### config.mk
export PLATFORM = sky130hd
export DESIGN_NAME = rssi_antenna_pan_steering
export DESIGN_NICKNAME = d
export VERILOG_FILES = /design/src/hdl/rssi_aps_pkg.sv /design/src/hdl/rssi_aps_channel.sv /design/src/hdl/rssi_aps_step_rom.sv /design/src/hdl/rssi_antenna_pan_steering.sv
export VERILOG_INCLUDE_DIRS = /design/src /design/src/hdl
export SDC_FILE = /design/constraint.sdc
export NUM_CORES = 2
export LEC_CHECK = 0
export BUFFER_PORTS_ARGS = -buffer_cell sky130_fd_sc_hd__buf_2
export CAP_MARGIN = 20
export CORE_MARGIN = 2
export CORE_UTILIZATION = 50
export DETAILED_ROUTE_END_ITERATION = 8
export PLACE_DENSITY_LB_ADDON = 0.08
export SETUP_SLACK_MARGIN = 0.4
export SLEW_MARGIN = 0
export SYNTH_ARGS = -nofsm -noshare
export SYNTH_HDL_FRONTEND = slang
export SYNTH_HIERARCHICAL = 1
export SYNTH_SLANG_ARGS = --single-unit
### constraint.sdc
create_clock -name clock -period 16.2 [get_ports clock]
set_clock_uncertainty 0.2 [all_clocks]
set_input_delay 0.81 -clock clock [delete_from_list [all_inputs] [get_ports clock]]
set_output_delay 0.81 -clock clock [all_outputs]
set_load 0.02 [all_outputs]
### src/hdl/rssi_antenna_pan_steering_defines.svh
// Assertion macros shared by the pan steering RTL.
// Each macro expects a clock named clock and a synchronous reset named reset in scope.
`ifndef RSSI_ANTENNA_PAN_STEERING_DEFINES_SVH
`define RSSI_ANTENNA_PAN_STEERING_DEFINES_SVH

// Condition and consequence checked at the same clock edge.
`define RAP_ASSERT_SAME(lbl, ante, cons, msg) \
   lbl: assert property (@(posedge clock) disable iff (reset) (ante) |-> (cons)) \
      else $error(msg);

// Consequence checked at the clock edge after the condition.
`define RAP_ASSERT_NEXT(lbl, ante, cons, msg) \
   lbl: assert property (@(posedge clock) disable iff (reset) (ante) |=> (cons)) \
      else $error(msg);

`endif

### src/hdl/rssi_aps_pkg.sv
// Shared constants, types and elaboration-time table functions for the pan steering block.
// No dependencies; used by every module of the block.
`default_nettype none

package rssi_aps_pkg;

   // Field widths.
   localparam int RSSI_W  = 10;
   localparam int ANGLE_W = 8;
   localparam int STEP_W  = 9;
   localparam int DIFF_W  = 12;

   // Stream and register port widths.
   localparam int REQ_DATA_W = 24;
   localparam int RSP_DATA_W = 40;
   localparam int CSR_IDX_W  = 2;
   localparam int CSR_DATA_W = 10;

   // Register indexes.
   localparam logic [CSR_IDX_W-1:0] CSR_DEADBAND  = 2'd0;
   localparam logic [CSR_IDX_W-1:0] CSR_REVERSE   = 2'd1;
   localparam logic [CSR_IDX_W-1:0] CSR_ANGLE_MIN = 2'd2;
   localparam logic [CSR_IDX_W-1:0] CSR_ANGLE_MAX = 2'd3;

   // Reset values.
   localparam logic [ANGLE_W-1:0] ANGLE_RESET     = 8'd90;
   localparam logic [ANGLE_W-1:0] ANGLE_MAX_RESET = 8'd180;

   // Parameter defaults.
   localparam int WINDOW_DEFAULT    = 10;
   localparam int SLOPE_Q8_DEFAULT  = 128;
   localparam int OFFSET_Q8_DEFAULT = 0;
   localparam int MAX_STEP_DEFAULT  = 180;

   // ln 2 in Q32.
   localparam logic [63:0] LN2_Q32 = 64'd2977044472;

   // Steering decision carried down the pipeline.
   typedef struct packed {
      logic fire;
      logic left;
   } steer_type;

   // log2(k) in Q16; the fraction comes from 16 rounds of truncated squaring in Q30.
   function automatic logic [31:0] log2_q16(input logic [31:0] k);
      logic [31:0] n;
      logic [31:0] frac;
      logic [63:0] y;
      n    = 32'd0;
      frac = 32'd0;
      for (int i = 0; i < 30; i++) begin
         if ((k >> (n + 32'd1)) != 32'd0) begin
            n = n + 32'd1;
         end
      end
      y = ({32'd0, k} << (32'd30 - n)) & 64'h7FFF_FFFF;
      for (int i = 0; i < 16; i++) begin
         y    = (y * y) >> 30;
         frac = frac << 1;
         if (y >= 64'h8000_0000) begin
            y    = y >> 1;
            frac = frac | 32'd1;
         end
      end
      return (n << 16) | frac;
   endfunction

   // Exponent threshold for step k, in units of 1/2560, rounded up.
   function automatic logic [31:0] step_threshold(input int k);
      logic [63:0] p;
      p = {32'd0, log2_q16(32'(k))} * 64'd2560 * LN2_Q32;
      return 32'((p + ((64'd1 << 48) - 64'd1)) >> 48);
   endfunction

endpackage

`default_nettype wire

### src/hdl/rssi_aps_channel.sv
// One antenna channel: sample window with running sum, running minimum and the mean.
// Depends on rssi_aps_pkg.
`default_nettype none

module rssi_aps_channel #(
   parameter int WINDOW = rssi_aps_pkg::WINDOW_DEFAULT
) (
   input  wire logic                             clock,
   input  wire logic                             reset,
   input  wire logic                             push,
   input  wire logic [rssi_aps_pkg::RSSI_W-1:0]  sample,
   output logic      [rssi_aps_pkg::RSSI_W-1:0]  prev_sample,
   output logic      [rssi_aps_pkg::RSSI_W-1:0]  level
);

   localparam int RSSI_W = rssi_aps_pkg::RSSI_W;
   localparam int SUM_W  = $clog2(WINDOW * ((1 << RSSI_W) - 1) + 1);
   // Reciprocal scale: the rounding error times the largest sum stays below 2^SH.
   localparam int SH     = SUM_W + 6;
   localparam int PROD_W = SUM_W + SH;
   localparam logic [SH-1:0] RECIP =
      SH'(((64'd1 << SH) + 64'(WINDOW) - 64'd1) / 64'(WINDOW));

   logic [RSSI_W-1:0] win_ff [WINDOW];
   logic [SUM_W-1:0]  sum_ff;
   logic [SUM_W-1:0]  sum_in;
   logic [RSSI_W-1:0] floor_ff;
   logic [RSSI_W-1:0] floor_in;
   logic [PROD_W-1:0] prod_ff;
   logic [PROD_W-1:0] prod_in;
   logic [RSSI_W-1:0] floor_cp_ff;
   logic [RSSI_W-1:0] mean;

   // The newest stored sample is the previous one for this item.
   assign prev_sample = win_ff[WINDOW-1];

   // Running sum drops the oldest sample and adds the new one.
   assign sum_in = SUM_W'({1'b0, sum_ff} + (SUM_W+1)'(sample) - (SUM_W+1)'(win_ff[0]));

   // Divide by the window depth through the reciprocal; the quotient sits above bit SH.
   assign prod_in = {{SH{1'b0}}, sum_in} * {{SUM_W{1'b0}}, RECIP};

   // Running minimum, where zero means not yet set.
   assign floor_in = ((sample <= floor_ff) || (floor_ff == '0)) ? sample : floor_ff;

   // Window, sum and minimum advance on every accepted item.
   always_ff @(posedge clock) begin
      if (reset) begin
         for (int i = 0; i < WINDOW; i++) begin
            win_ff[i] <= '0;
         end
         sum_ff   <= '0;
         floor_ff <= '0;
      end else if (push) begin
         for (int i = 0; i < WINDOW - 1; i++) begin
            win_ff[i] <= win_ff[i+1];
         end
         win_ff[WINDOW-1] <= sample;
         sum_ff           <= sum_in;
         floor_ff         <= floor_in;
      end
   end

   // Product and updated minimum are held for the next stage.
   always_ff @(posedge clock) begin
      if (push) begin
         prod_ff     <= prod_in;
         floor_cp_ff <= floor_in;
      end
   end

   // Mean floored at the running minimum.
   assign mean  = prod_ff[SH +: RSSI_W];
   assign level = (mean < floor_cp_ff) ? floor_cp_ff : mean;

endmodule

`default_nettype wire

### src/hdl/rssi_aps_step_rom.sv
// Step size thresholds over the signed level difference, built at elaboration.
// Depends on rssi_aps_pkg.
`default_nettype none

module rssi_aps_step_rom #(
   parameter int SLOPE_Q8  = rssi_aps_pkg::SLOPE_Q8_DEFAULT,
   parameter int OFFSET_Q8 = rssi_aps_pkg::OFFSET_Q8_DEFAULT,
   parameter int MAX_STEP  = rssi_aps_pkg::MAX_STEP_DEFAULT
) (
   input  wire logic signed [rssi_aps_pkg::DIFF_W-1:0] diff,
   output logic             [MAX_STEP-1:0]             hit
);

   localparam longint SLOPE_DIV = (SLOPE_Q8 == 0) ? 64'sd1 : longint'(SLOPE_Q8);

   // Bit zero has no threshold.
   assign hit[0] = 1'b0;

   // Bit k is set when the exponent reaches threshold k, i.e. diff is at most the bound.
   for (genvar k = 1; k < MAX_STEP; k++) begin : g_thr
      localparam longint THR = longint'(rssi_aps_pkg::step_threshold(k));
      localparam longint NUM = longint'(10 * OFFSET_Q8) - THR;
      localparam longint QUO = (NUM >= 0) ? NUM / SLOPE_DIV
                                          : -((-NUM + SLOPE_DIV - 1) / SLOPE_DIV);
      localparam longint LIM = (QUO > 2047) ? 2047 : ((QUO < -2048) ? -2048 : QUO);
      localparam logic signed [rssi_aps_pkg::DIFF_W-1:0] BOUND =
         rssi_aps_pkg::DIFF_W'(LIM);
      if (SLOPE_Q8 == 0) begin : g_flat
         assign hit[k] = (NUM >= 0);
      end else begin : g_cmp
         assign hit[k] = (diff <= BOUND);
      end
   end

endmodule

`default_nettype wire

### src/hdl/rssi_antenna_pan_steering.sv
// An accepted item is registered in stage one, then stage two, then the result register.
// Throughput: one item per cycle; the three-stage pipeline keeps accepting while a
// result waits, and stalls only when every stage is full.
// Reset (synchronous, active high) empties the pipeline, clears both windows and
// minimums, sets the angle to 90 and the registers to their default values.
`default_nettype none
`include "rssi_antenna_pan_steering_defines.svh"

module rssi_antenna_pan_steering #(
   parameter int WINDOW    = rssi_aps_pkg::WINDOW_DEFAULT,
   parameter int SLOPE_Q8  = rssi_aps_pkg::SLOPE_Q8_DEFAULT,
   parameter int OFFSET_Q8 = rssi_aps_pkg::OFFSET_Q8_DEFAULT,
   parameter int MAX_STEP  = rssi_aps_pkg::MAX_STEP_DEFAULT
) (
   input  wire logic                                 clock,
   input  wire logic                                 reset,
   // Input items.
   input  wire logic                                 req_tvalid,
   output logic                                      req_tready,
   // left_rssi [9:0], right_rssi [19:10], zero fill above
   input  wire logic [rssi_aps_pkg::REQ_DATA_W-1:0]  req_tdata,
   // Result items.
   output logic                                      rsp_tvalid,
   input  wire logic                                 rsp_tready,
   // servo_angle [7:0], applied_step [16:8], left_level [26:17],
   // right_level [36:27], zero fill above
   output logic      [rssi_aps_pkg::RSP_DATA_W-1:0]  rsp_tdata,
   // Register writes.
   input  wire logic                                 csr_valid,
   output logic                                      csr_ready,
   input  wire logic [rssi_aps_pkg::CSR_IDX_W-1:0]   csr_index,
   input  wire logic [rssi_aps_pkg::CSR_DATA_W-1:0]  csr_data
);

   localparam int RSSI_W  = rssi_aps_pkg::RSSI_W;
   localparam int ANGLE_W = rssi_aps_pkg::ANGLE_W;
   localparam int STEP_W  = rssi_aps_pkg::STEP_W;
   localparam int DIFF_W  = rssi_aps_pkg::DIFF_W;

   // Registers.
   logic [RSSI_W-1:0]  deadband_ff;
   logic               reverse_ff;
   logic [ANGLE_W-1:0] angle_min_ff;
   logic [ANGLE_W-1:0] angle_max_ff;

   // Pipeline control.
   logic accept;
   logic out_free;
   logic s2_free;
   logic s1_free;
   logic s1_v_ff;
   logic s2_v_ff;
   logic rsp_v_ff;

   // Stage one.
   logic [RSSI_W-1:0]       left_rssi;
   logic [RSSI_W-1:0]       right_rssi;
   logic [RSSI_W-1:0]       left_prev;
   logic [RSSI_W-1:0]       right_prev;
   logic [RSSI_W-1:0]       left_move;
   logic [RSSI_W-1:0]       right_move;
   rssi_aps_pkg::steer_type steer_in;
   rssi_aps_pkg::steer_type s1_steer_ff;
   logic [RSSI_W-1:0]       left_level;
   logic [RSSI_W-1:0]       right_level;

   // Stage two.
   logic signed [DIFF_W-1:0] diff;
   logic [MAX_STEP-1:0]      hit;
   rssi_aps_pkg::steer_type  s2_steer_ff;
   logic [MAX_STEP-1:0]      s2_hit_ff;
   logic [RSSI_W-1:0]        s2_left_lvl_ff;
   logic [RSSI_W-1:0]        s2_right_lvl_ff;

   // Result stage.
   logic [STEP_W-1:0]        mag;
   logic                     negate;
   logic [STEP_W-1:0]        step;
   logic signed [ANGLE_W+1:0] angle_sum;
   logic [ANGLE_W-1:0]       angle_in;
   logic [ANGLE_W-1:0]       angle_ff;
   logic [STEP_W-1:0]        rsp_step_ff;
   logic [RSSI_W-1:0]        rsp_left_ff;
   logic [RSSI_W-1:0]        rsp_right_ff;

   // Register writes are always taken; unknown indexes are dropped.
   assign csr_ready = 1'b1;

   always_ff @(posedge clock) begin
      if (reset) begin
         deadband_ff  <= '0;
         reverse_ff   <= 1'b0;
         angle_min_ff <= '0;
         angle_max_ff <= rssi_aps_pkg::ANGLE_MAX_RESET;
      end else if (csr_valid) begin
         case (csr_index)
            rssi_aps_pkg::CSR_DEADBAND:  deadband_ff  <= csr_data[RSSI_W-1:0];
            rssi_aps_pkg::CSR_REVERSE:   reverse_ff   <= csr_data[0];
            rssi_aps_pkg::CSR_ANGLE_MIN: angle_min_ff <= csr_data[ANGLE_W-1:0];
            rssi_aps_pkg::CSR_ANGLE_MAX: angle_max_ff <= csr_data[ANGLE_W-1:0];
            default: ;
         endcase
      end
   end

   // Each stage moves on when the one after it is empty or moving too.
   assign out_free   = !rsp_v_ff || rsp_tready;
   assign s2_free    = !s2_v_ff || out_free;
   assign s1_free    = !s1_v_ff || s2_free;
   assign req_tready = s1_free;
   assign accept     = req_tvalid && req_tready;

   always_ff @(posedge clock) begin
      if (reset) begin
         s1_v_ff  <= 1'b0;
         s2_v_ff  <= 1'b0;
         rsp_v_ff <= 1'b0;
      end else begin
         if (s1_free) begin
            s1_v_ff <= req_tvalid;
         end
         if (s2_free) begin
            s2_v_ff <= s1_v_ff;
         end
         if (out_free) begin
            rsp_v_ff <= s2_v_ff;
         end
      end
   end

   assign left_rssi  = req_tdata[RSSI_W-1:0];
   assign right_rssi = req_tdata[2*RSSI_W-1:RSSI_W];

   // Window, minimum and mean for each antenna.
   rssi_aps_channel #(
      .WINDOW (WINDOW)
   ) u_left (
      .clock       (clock),
      .reset       (reset),
      .push        (accept),
      .sample      (left_rssi),
      .prev_sample (left_prev),
      .level       (left_level)
   );

   rssi_aps_channel #(
      .WINDOW (WINDOW)
   ) u_right (
      .clock       (clock),
      .reset       (reset),
      .push        (accept),
      .sample      (right_rssi),
      .prev_sample (right_prev),
      .level       (right_level)
   );

   // Steering fires toward the stronger antenna when its sample moved past the deadband.
   assign left_move  = (left_rssi > left_prev) ? left_rssi - left_prev
                                               : left_prev - left_rssi;
   assign right_move = (right_rssi > right_prev) ? right_rssi - right_prev
                                                 : right_prev - right_rssi;

   always_comb begin
      steer_in = '0;
      if ((left_rssi > right_rssi) && (left_move > deadband_ff)) begin
         steer_in.fire = 1'b1;
         steer_in.left = 1'b1;
      end else if ((right_rssi > left_rssi) && (right_move > deadband_ff)) begin
         steer_in.fire = 1'b1;
         steer_in.left = 1'b0;
      end
   end

   always_ff @(posedge clock) begin
      if (accept) begin
         s1_steer_ff <= steer_in;
      end
   end

   // Level difference, stronger side minus weaker side, against the threshold table.
   assign diff = s1_steer_ff.left
      ? $signed(DIFF_W'(left_level)) - $signed(DIFF_W'(right_level))
      : $signed(DIFF_W'(right_level)) - $signed(DIFF_W'(left_level));

   rssi_aps_step_rom #(
      .SLOPE_Q8  (SLOPE_Q8),
      .OFFSET_Q8 (OFFSET_Q8),
      .MAX_STEP  (MAX_STEP)
   ) u_rom (
      .diff (diff),
      .hit  (hit)
   );

   always_ff @(posedge clock) begin
      if (s1_v_ff && s2_free) begin
         s2_steer_ff     <= s1_steer_ff;
         s2_hit_ff       <= hit;
         s2_left_lvl_ff  <= left_level;
         s2_right_lvl_ff <= right_level;
      end
   end

   // Step size is one plus the number of thresholds reached, signed by direction.
   assign mag    = STEP_W'(1) + STEP_W'($countones(s2_hit_ff));
   assign negate = !s2_steer_ff.left ^ reverse_ff;
   assign step   = !s2_steer_ff.fire ? '0 : (negate ? -mag : mag);

   // New angle, clamped with the lower bound taking priority.
   assign angle_sum = $signed({2'b00, angle_ff}) + $signed({step[STEP_W-1], step});

   always_comb begin
      if (angle_sum < $signed({2'b00, angle_min_ff})) begin
         angle_in = angle_min_ff;
      end else if (angle_sum > $signed({2'b00, angle_max_ff})) begin
         angle_in = angle_max_ff;
      end else begin
         angle_in = angle_sum[ANGLE_W-1:0];
      end
   end

   always_ff @(posedge clock) begin
      if (reset) begin
         angle_ff <= rssi_aps_pkg::ANGLE_RESET;
      end else if (s2_v_ff && out_free) begin
         angle_ff <= angle_in;
      end
   end

   // Result register.
   always_ff @(posedge clock) begin
      if (s2_v_ff && out_free) begin
         rsp_step_ff  <= step;
         rsp_left_ff  <= s2_left_lvl_ff;
         rsp_right_ff <= s2_right_lvl_ff;
      end
   end

   assign rsp_tvalid = rsp_v_ff;
   assign rsp_tdata  = {3'b000, rsp_right_ff, rsp_left_ff, rsp_step_ff, angle_ff};

   // With an empty result register the pipeline always takes a new item.
   `RAP_ASSERT_SAME(a_ready_when_out_empty, !rsp_v_ff, req_tready,
      "input stalled although the result register is empty")

   // Thresholds are nested, so the reached ones form a run from the first.
   `RAP_ASSERT_SAME(a_hit_run, s2_v_ff,
      ((s2_hit_ff >> 1) & ((s2_hit_ff >> 1) + 1'b1)) == '0,
      "threshold hits do not form a contiguous run")

   // Step size never exceeds the saturation limit.
   `RAP_ASSERT_SAME(a_step_bound, rsp_v_ff,
      (int'($signed(rsp_step_ff)) <= MAX_STEP) && (int'($signed(rsp_step_ff)) >= -MAX_STEP),
      "applied step outside the saturation limit")

   // With ordered limits the updated angle lands inside them.
   `RAP_ASSERT_NEXT(a_angle_in_limits,
      s2_v_ff && out_free && !csr_valid && (angle_min_ff <= angle_max_ff),
      (angle_ff >= angle_min_ff) && (angle_ff <= angle_max_ff),
      "servo angle outside the configured limits")

endmodule

`default_nettype wire

=== Word level (Yosys, flattened, before mapping) ===
Memory sizes are Yosys's and may differ from the RTL's.
Cells that the tools add are included.

* Register bits after elaboration: 390
* RAM bits: 200
* Input bits: 41
* Logic and storage cells: 379
* Memories: 2

* $add $sub $neg: 191
* Multiply operators: 2
* $lt $le $gt $ge: 76
* Equal/unequal tests: 3
* Muxes and demuxes: 37
* Bitwise gates (word level): 21
* Reduce and logical (&&, ||, !) cells: 21

{| class="wikitable"
|+ Memory list
! memory !! depth !! width !! read ports !! clocked after Yosys merged registers in !! wr ports !! RTL line !! text
|-
| u_left.win_ff || 10 || 10 || 10 || 0 || 10 || rssi_aps_channel.sv:24 || <nowiki>logic [RSSI_W-1:0] win_ff [WINDOW];</nowiki>
|-
| u_right.win_ff || 10 || 10 || 10 || 0 || 10 || rssi_aps_channel.sv:24 ||
|}

{| class="wikitable"
|+ Operators by type and width
! operator !! count
|-
| $le A12 B8 Y1 const B || 40
|-
| $mux W10 || 26
|-
| $le A12 B7 Y1 const B || 20
|-
| $add A1 B1 Y2 || 89
|-
| $add A2 B2 Y3 || 44
|-
| $add A3 B3 Y4 || 22
|-
| $gt A10 B10 Y1 || 6
|-
| $mul A14 B16 Y29 const B || 2
|-
| $add A4 B4 Y5 || 11
|-
| $sub A10 B10 Y10 || 4
|-
| $add A5 B5 Y6 || 5
|-
| $add A14 B10 Y14 || 2
|-
| $sub A14 B10 Y14 || 2
|-
| $le A12 B6 Y1 const B || 2
|-
| $sub A10 B10 Y11 || 2
|-
| $add A6 B6 Y7 || 3
|-
| $le A10 B10 Y1 || 2
|-
| $logic_not A10 Y1 || 2
|-
| $lt A10 B10 Y1 || 2
|-
| $or A1 B1 Y1 || 20
|-
| $mux W9 || 2
|-
| $mux W8 || 2
|-
| $le A12 B1 Y1 const B || 1
|-
| $le A12 B5 Y1 const B || 1
|-
| other kinds (20) || 39
|}

=== Depth between registers and ports, before layout ===
* Depth in word-level cells: 16
* Depth in mapped cells: 42
* Gate-level depth less buffers: 42

=== By module ===
The synthesis kept the hierarchy.

{| class="wikitable"
|+ Modules (own cells, without submodules)
! module !! instances !! cells an instance !! area an instance (um^2) !! seq. area each (um^2)
|-
| rssi_antenna_pan_steering || 1 || 1,434 || 17,448.0 || 7,757.4
|-
| rssi_aps_channel at u_left || 1 || 974 || 10,472.5 || 4,083.9
|-
| rssi_aps_channel at u_right || 1 || 937 || 10,283.6 || 4,083.9
|-
| rssi_aps_step_rom || 1 || 262 || 1,752.9 || 0.0
|}

=== Worst setup path after synthesis ===
Ideal clock, no wire load.

* Path kind: input to register
* Start point: input rsp_tready
* End point: register s2_hit_ff[0] (netlist name)
* Library setup time: 1.073 ns
* Data arrival time: 15.448 ns
* Data required time: 14.927 ns
* Path slack: -0.521 ns
* Stages on the path: 2
* Buffers on the path: 0
* Cells stage by stage: nor2b_1 a21boi_0

{| class="wikitable"
|+ RTL lines
! what !! RTL line !! text
|-
| start: declaration || rssi_antenna_pan_steering.sv:24 || <nowiki>input wire logic rsp_tready,</nowiki>
|}

=== Final worst setup path ===
* Start point: register s2_hit_ff[52]
* End point: register angle_ff[0]

* Cells in the longest elaborated chain, start to end: 16
* Elaborated cells between the ends (all ways): 17
* Classes of those cells: add/sub: 11; order compare: 2; mux: 4

{| class="wikitable"
|+ Ends and longest elaborated chain
! what !! RTL line !! text
|-
| start: declaration || rssi_antenna_pan_steering.sv:71 || <nowiki>logic [MAX_STEP-1:0] s2_hit_ff;</nowiki>
|-
| start signal: assignment || rssi_antenna_pan_steering.sv:197 || <nowiki>s2_hit_ff <= hit;</nowiki>
|-
| $add A1 B1 Y2 (not written as such) * || rssi_antenna_pan_steering.sv:204 || <nowiki>assign mag = STEP_W'(1) + STEP_W'($countones(s2_hit_ff));</nowiki>
|-
| $add A2 B2 Y3 (not written as such) * || rssi_antenna_pan_steering.sv:204 ||
|-
| $add A3 B3 Y4 (not written as such) * || rssi_antenna_pan_steering.sv:204 ||
|-
| $add A4 B4 Y5 (not written as such) * || rssi_antenna_pan_steering.sv:204 ||
|-
| $add A5 B5 Y6 (not written as such) * || rssi_antenna_pan_steering.sv:204 ||
|-
| $add A6 B6 Y7 (not written as such) * || rssi_antenna_pan_steering.sv:204 ||
|-
| $add A7 B7 Y8 (not written as such) * || rssi_antenna_pan_steering.sv:204 ||
|-
| $add A8 B7 Y9 (not written as such) * || rssi_antenna_pan_steering.sv:204 ||
|-
| $add A2 B9 Y9 * || rssi_antenna_pan_steering.sv:204 ||
|-
| $neg A9 Y9 || rssi_antenna_pan_steering.sv:206 || <nowiki>assign step = !s2_steer_ff.fire ? '0 : (negate ? -mag : mag);</nowiki>
|-
| $mux W9 * (2 in series) || rssi_antenna_pan_steering.sv:206 ||
|-
| net step[1] || rssi_antenna_pan_steering.sv:78 || <nowiki>logic [STEP_W-1:0] step;</nowiki>
|-
| $add A9 B9 Y10 * || rssi_antenna_pan_steering.sv:209 || <nowiki>assign angle_sum = $signed({2'b00, angle_ff}) + $signed({step[STEP_W-1], step});</nowiki>
|-
| $gt A10 B9 Y1 || rssi_antenna_pan_steering.sv:214 || <nowiki>end else if (angle_sum > $signed({2'b00, angle_max_ff})) begin</nowiki>
|-
| $mux W8 || rssi_antenna_pan_steering.sv:214 ||
|-
| $mux W8 * || rssi_antenna_pan_steering.sv:212 || <nowiki>if (angle_sum < $signed({2'b00, angle_min_ff})) begin</nowiki>
|-
| end signal: assignment || rssi_antenna_pan_steering.sv:223 || <nowiki>angle_ff <= rssi_aps_pkg::ANGLE_RESET;</nowiki>
|-
| end signal: assignment || rssi_antenna_pan_steering.sv:225 || <nowiki>angle_ff <= angle_in;</nowiki>
|-
| end: declaration || rssi_antenna_pan_steering.sv:81 || <nowiki>logic [ANGLE_W-1:0] angle_ff;</nowiki>
|}

Mark *: on every way through the listed nets, which the timed path passes. The rest lies on a longest branch.
A chain may end at the register's enable or synchronous reset.

==> impl_metrics.csv <==
group,metric,value,unit
global_route,grt_pass1_vias,25800,
global_route,grtUsageTotal,21.61,%
clocking,ctsResizeCount,0,
clocking,clk_path_buf_depth,3,
sta,tns,0,ns
floorplanning,dieArea,82190,um^2
routing,drc,0,
sta,relSlewSlack,5.432,%
clocking,cts_buffers,68,
logic_synthesis,synth_cell_types,100,
routing,vias,24640,
layout,n_antenna_cell,0,
routing,vias_per_cell,5.292,
setup_path,worstSetupPathType,"flop to flop",
global_route,antenna_found_initial,5,
hold_path,hp-class,"flop to flop",
logic_synthesis,synthCells,3607,
setup_path,max_stage_delay,0.61,ns
sta,hold_violations,0,
routing,wire_per_inst,18.44,um
logic_synthesis,synth-seq-area-share,39.86,%
clocking,cts_root_buf,"clkbuf_16",
floorplanning,start_util,50.58,%
setup_path,ff2ff_path_depth,35,
logic_synthesis,synth_flop_cell,"edfxtp_1",
logic_synthesis,async_flop_share,0,%
logic_synthesis,yosysMostFrequentCell,"inv_1",
setup_path,cp-end-kind,"flop",
clocking,clock-sinks,559,
logic_synthesis,synth_common_cells,"inv_1, edfxtp_1, ha_1",
setup_path,crit_fanout,8,
sta,max_freq,85.41,MHz
layout,syn2layout_area_growth,6.883,%
floorplanning,fp.dieW,286.7,um
setup_path,critPathArrivalTime,11.98,ns
logic_synthesis,synth_edf_count,473,
logic_synthesis,ys_warn_count,6,
sta,min_period,11.71,ns
logic_synthesis,yosys-top-cells-area,"edfxtp_1, fa_1, ha_1, inv_1, dfxtp_1",
layout,nets,4290,
clocking,cts_tree,"done",
setup_path,r2r-end,"angle_ff[0]",
routing,postRouteAntennaNets,0,
placement,portBuffers,75,
setup_path,rr_startpoint,"s2_hit_ff[52]",
logic_synthesis,yosys.area.top_type,"edfxtp_1",
setup_path,required,16.48,ns
logic_synthesis,syn_area_per_cell,11.08,um^2
routing,detail_route.wirelength,85870,um
global_route,overflow,0,
setup_path,crit_start,"s2_hit_ff[52]",
setup_path,endpoint,"angle_ff[0]",
placement,dp_hpwl,65080,um
floorplanning,ios,84,
logic_synthesis,synth_top_cell_area_share,35.55,%
sta,setup_viol,0,
clocking,insertion_delay,0.62,ns
clocking,path_clk_slew,0.06,ns
routing,drt_iter0_drc,1541,
floorplanning,chipHeight,286.7,um
setup_path,cp_common_cell,"fa_1",
setup_path,regToRegSetupSlack,4.49,ns
routing,first_pass_iters,7,
logic_synthesis,synth_seq_cells,559,
clocking,cts-hold-fix-buffers,0,
clocking,cts.htree.levels,3,
hold_path,min_path_cells,0,
sta,drv_slew,0,
job,max_cap_violations,0,
logic_synthesis,netlist_area,39960,um^2
floorplanning,core-area,79000,um^2
sta,timing.final.crit_share,72.27,%
global_route,grt_start_max_net_pins,203,
floorplanning,core.rowCount,103,
setup_path,cp-start-kind,"flop",
setup_path,cp_slowest_cell,"fa_1",
sta,worst_pin_slew,1.419,ns
outcome,run_status,"finished clean",
clocking,post_cts_buffers,0,
layout,nFillCells,6913,
hold_path,hp-start,"s2_right_lvl_ff[5]",
layout,drive_above_1_share,7.488,%
sta,rsz0062_at_grt,"false",
placement,place_congestion,0.8779,
global_route,grt_first_pass_wirelength,139400,um
[sequential cells by signal, summed over array words and instances, names as in the netlist, 14 cells and up]
name	count
s2_hit_ff	180
u_left/sum_ff	14
u_left/win_ff	100
u_right/sum_ff	14
u_right/win_ff	100
[metrics by stage]
stage | area (um^2) | util, % | setup WS (ns) | instances | hold WS [ns]
6_report | 42710 | 54.06 | 4.492 | 4656 | 0.2089
5_1_grt | 42710 | 54.06 | 3.979 | 4656 | 0.2355
4_1_cts | 42710 | 54.06 | 4.407 | 4656 | 0.2112
3_5_place_dp | 40490 | 51.26 | 4.440 | 4531 | 0.2054
3_3_place_gp | 40470 | 51.23 | 4.719 | 4529 | 0.2016
2_1_floorplan | 39960 | - | 4.811 | 3609 | 0.2003
[routing by layer]
metal / part of all wire (%) / track usage (%) / vias up
met5: 0.024 / 0 / -
met4: 2.0 / 5.615 / 4
met3: 5.0 / 3.188 / 115
met1: 47 / 30.94 / 12160
li1: - / - / 11832
met2: 46 / 34.55 / 529
[how the worst min path moves through the flow]
stage               slack [ns]               to
finish                    0.21  rsp_right_ff[5]
CTS                       0.21  rsp_right_ff[8]
global route              0.24  rsp_right_ff[3]
floorplan                 0.20   rsp_left_ff[0]
detailed placement        0.21   rsp_left_ff[1]
global placement          0.20  rsp_right_ff[7]
[area by class of cell]
class	instances	area, um^2	area share [%]
Sequential cell	559	15930	37.29
Timing Repair Buffer	97	559.3	1.310
Inverter	701	2636	6.173
Clock buffer	85	1827	4.277
Multi-Input combinational cell	2124	20060	46.96
Tap cell	1050	1314	3.076
Clock inverter	40	389.1	0.9111
[layout by cell type (no fill, tap or decap), types with 11 or more instances in the layout]
cell type    n
a21oi_1    152
clkbuf_16   69
clkbuf_1    12
nand4_1     28
ha_1       397
a22oi_1     11
buf_2       74
o311a_1     12
and2_1     202
dfxtp_1     86
nand2_1    117
inv_1      698
o21ai_0     84
buf_4       21
a211oi_1    21
a21o_1      39
and3_1      23
nand3_1     64
fa_1       301
o211ai_1    30
nor2b_1     22
nor4_1      11
edfxtp_1   473
clkinv_2    13
o21a_1      31
xor2_1      29
o31ai_1     12
xnor2_1     62
nor2_1     155
mux2_2      15
nand2b_1    19
nor3_1      43
a31oi_1     11
mux2i_1     59
[worst max-delay path, delay by kind of cell, from the launching register on]
kind | cells | cell delay (ns)
fa+ha+maj | 15 | 6.99
buf+inv | 5 | 0.27
simple gates | 5 | 0.48
compound gates | 8 | 2.42
flops | 1 | 0.40
mux | 2 | 0.78
[logic make-up (layout without fill, tap and decap cells)]
group / Yosys count / after routing / synth area share [%]
buffers and inverters: 926 / 923 / 10.12
xor gates and xnor gates: 93 / 93 / 2.092
and+or+nand+nor: 741 / 741 / 9.795
adders and majority gates: 698 / 698 / 27.51
AOI/OAI and AO/OA: 511 / 511 / 8.586
muxes: 76 / 76 / 2.013
other: 3 / 5 / 0.02818
DFF: 559 / 559 / 39.86
Power is not shown: default switching activity piles up to over one toggle a cycle in this logic, so the estimate is an artifact.
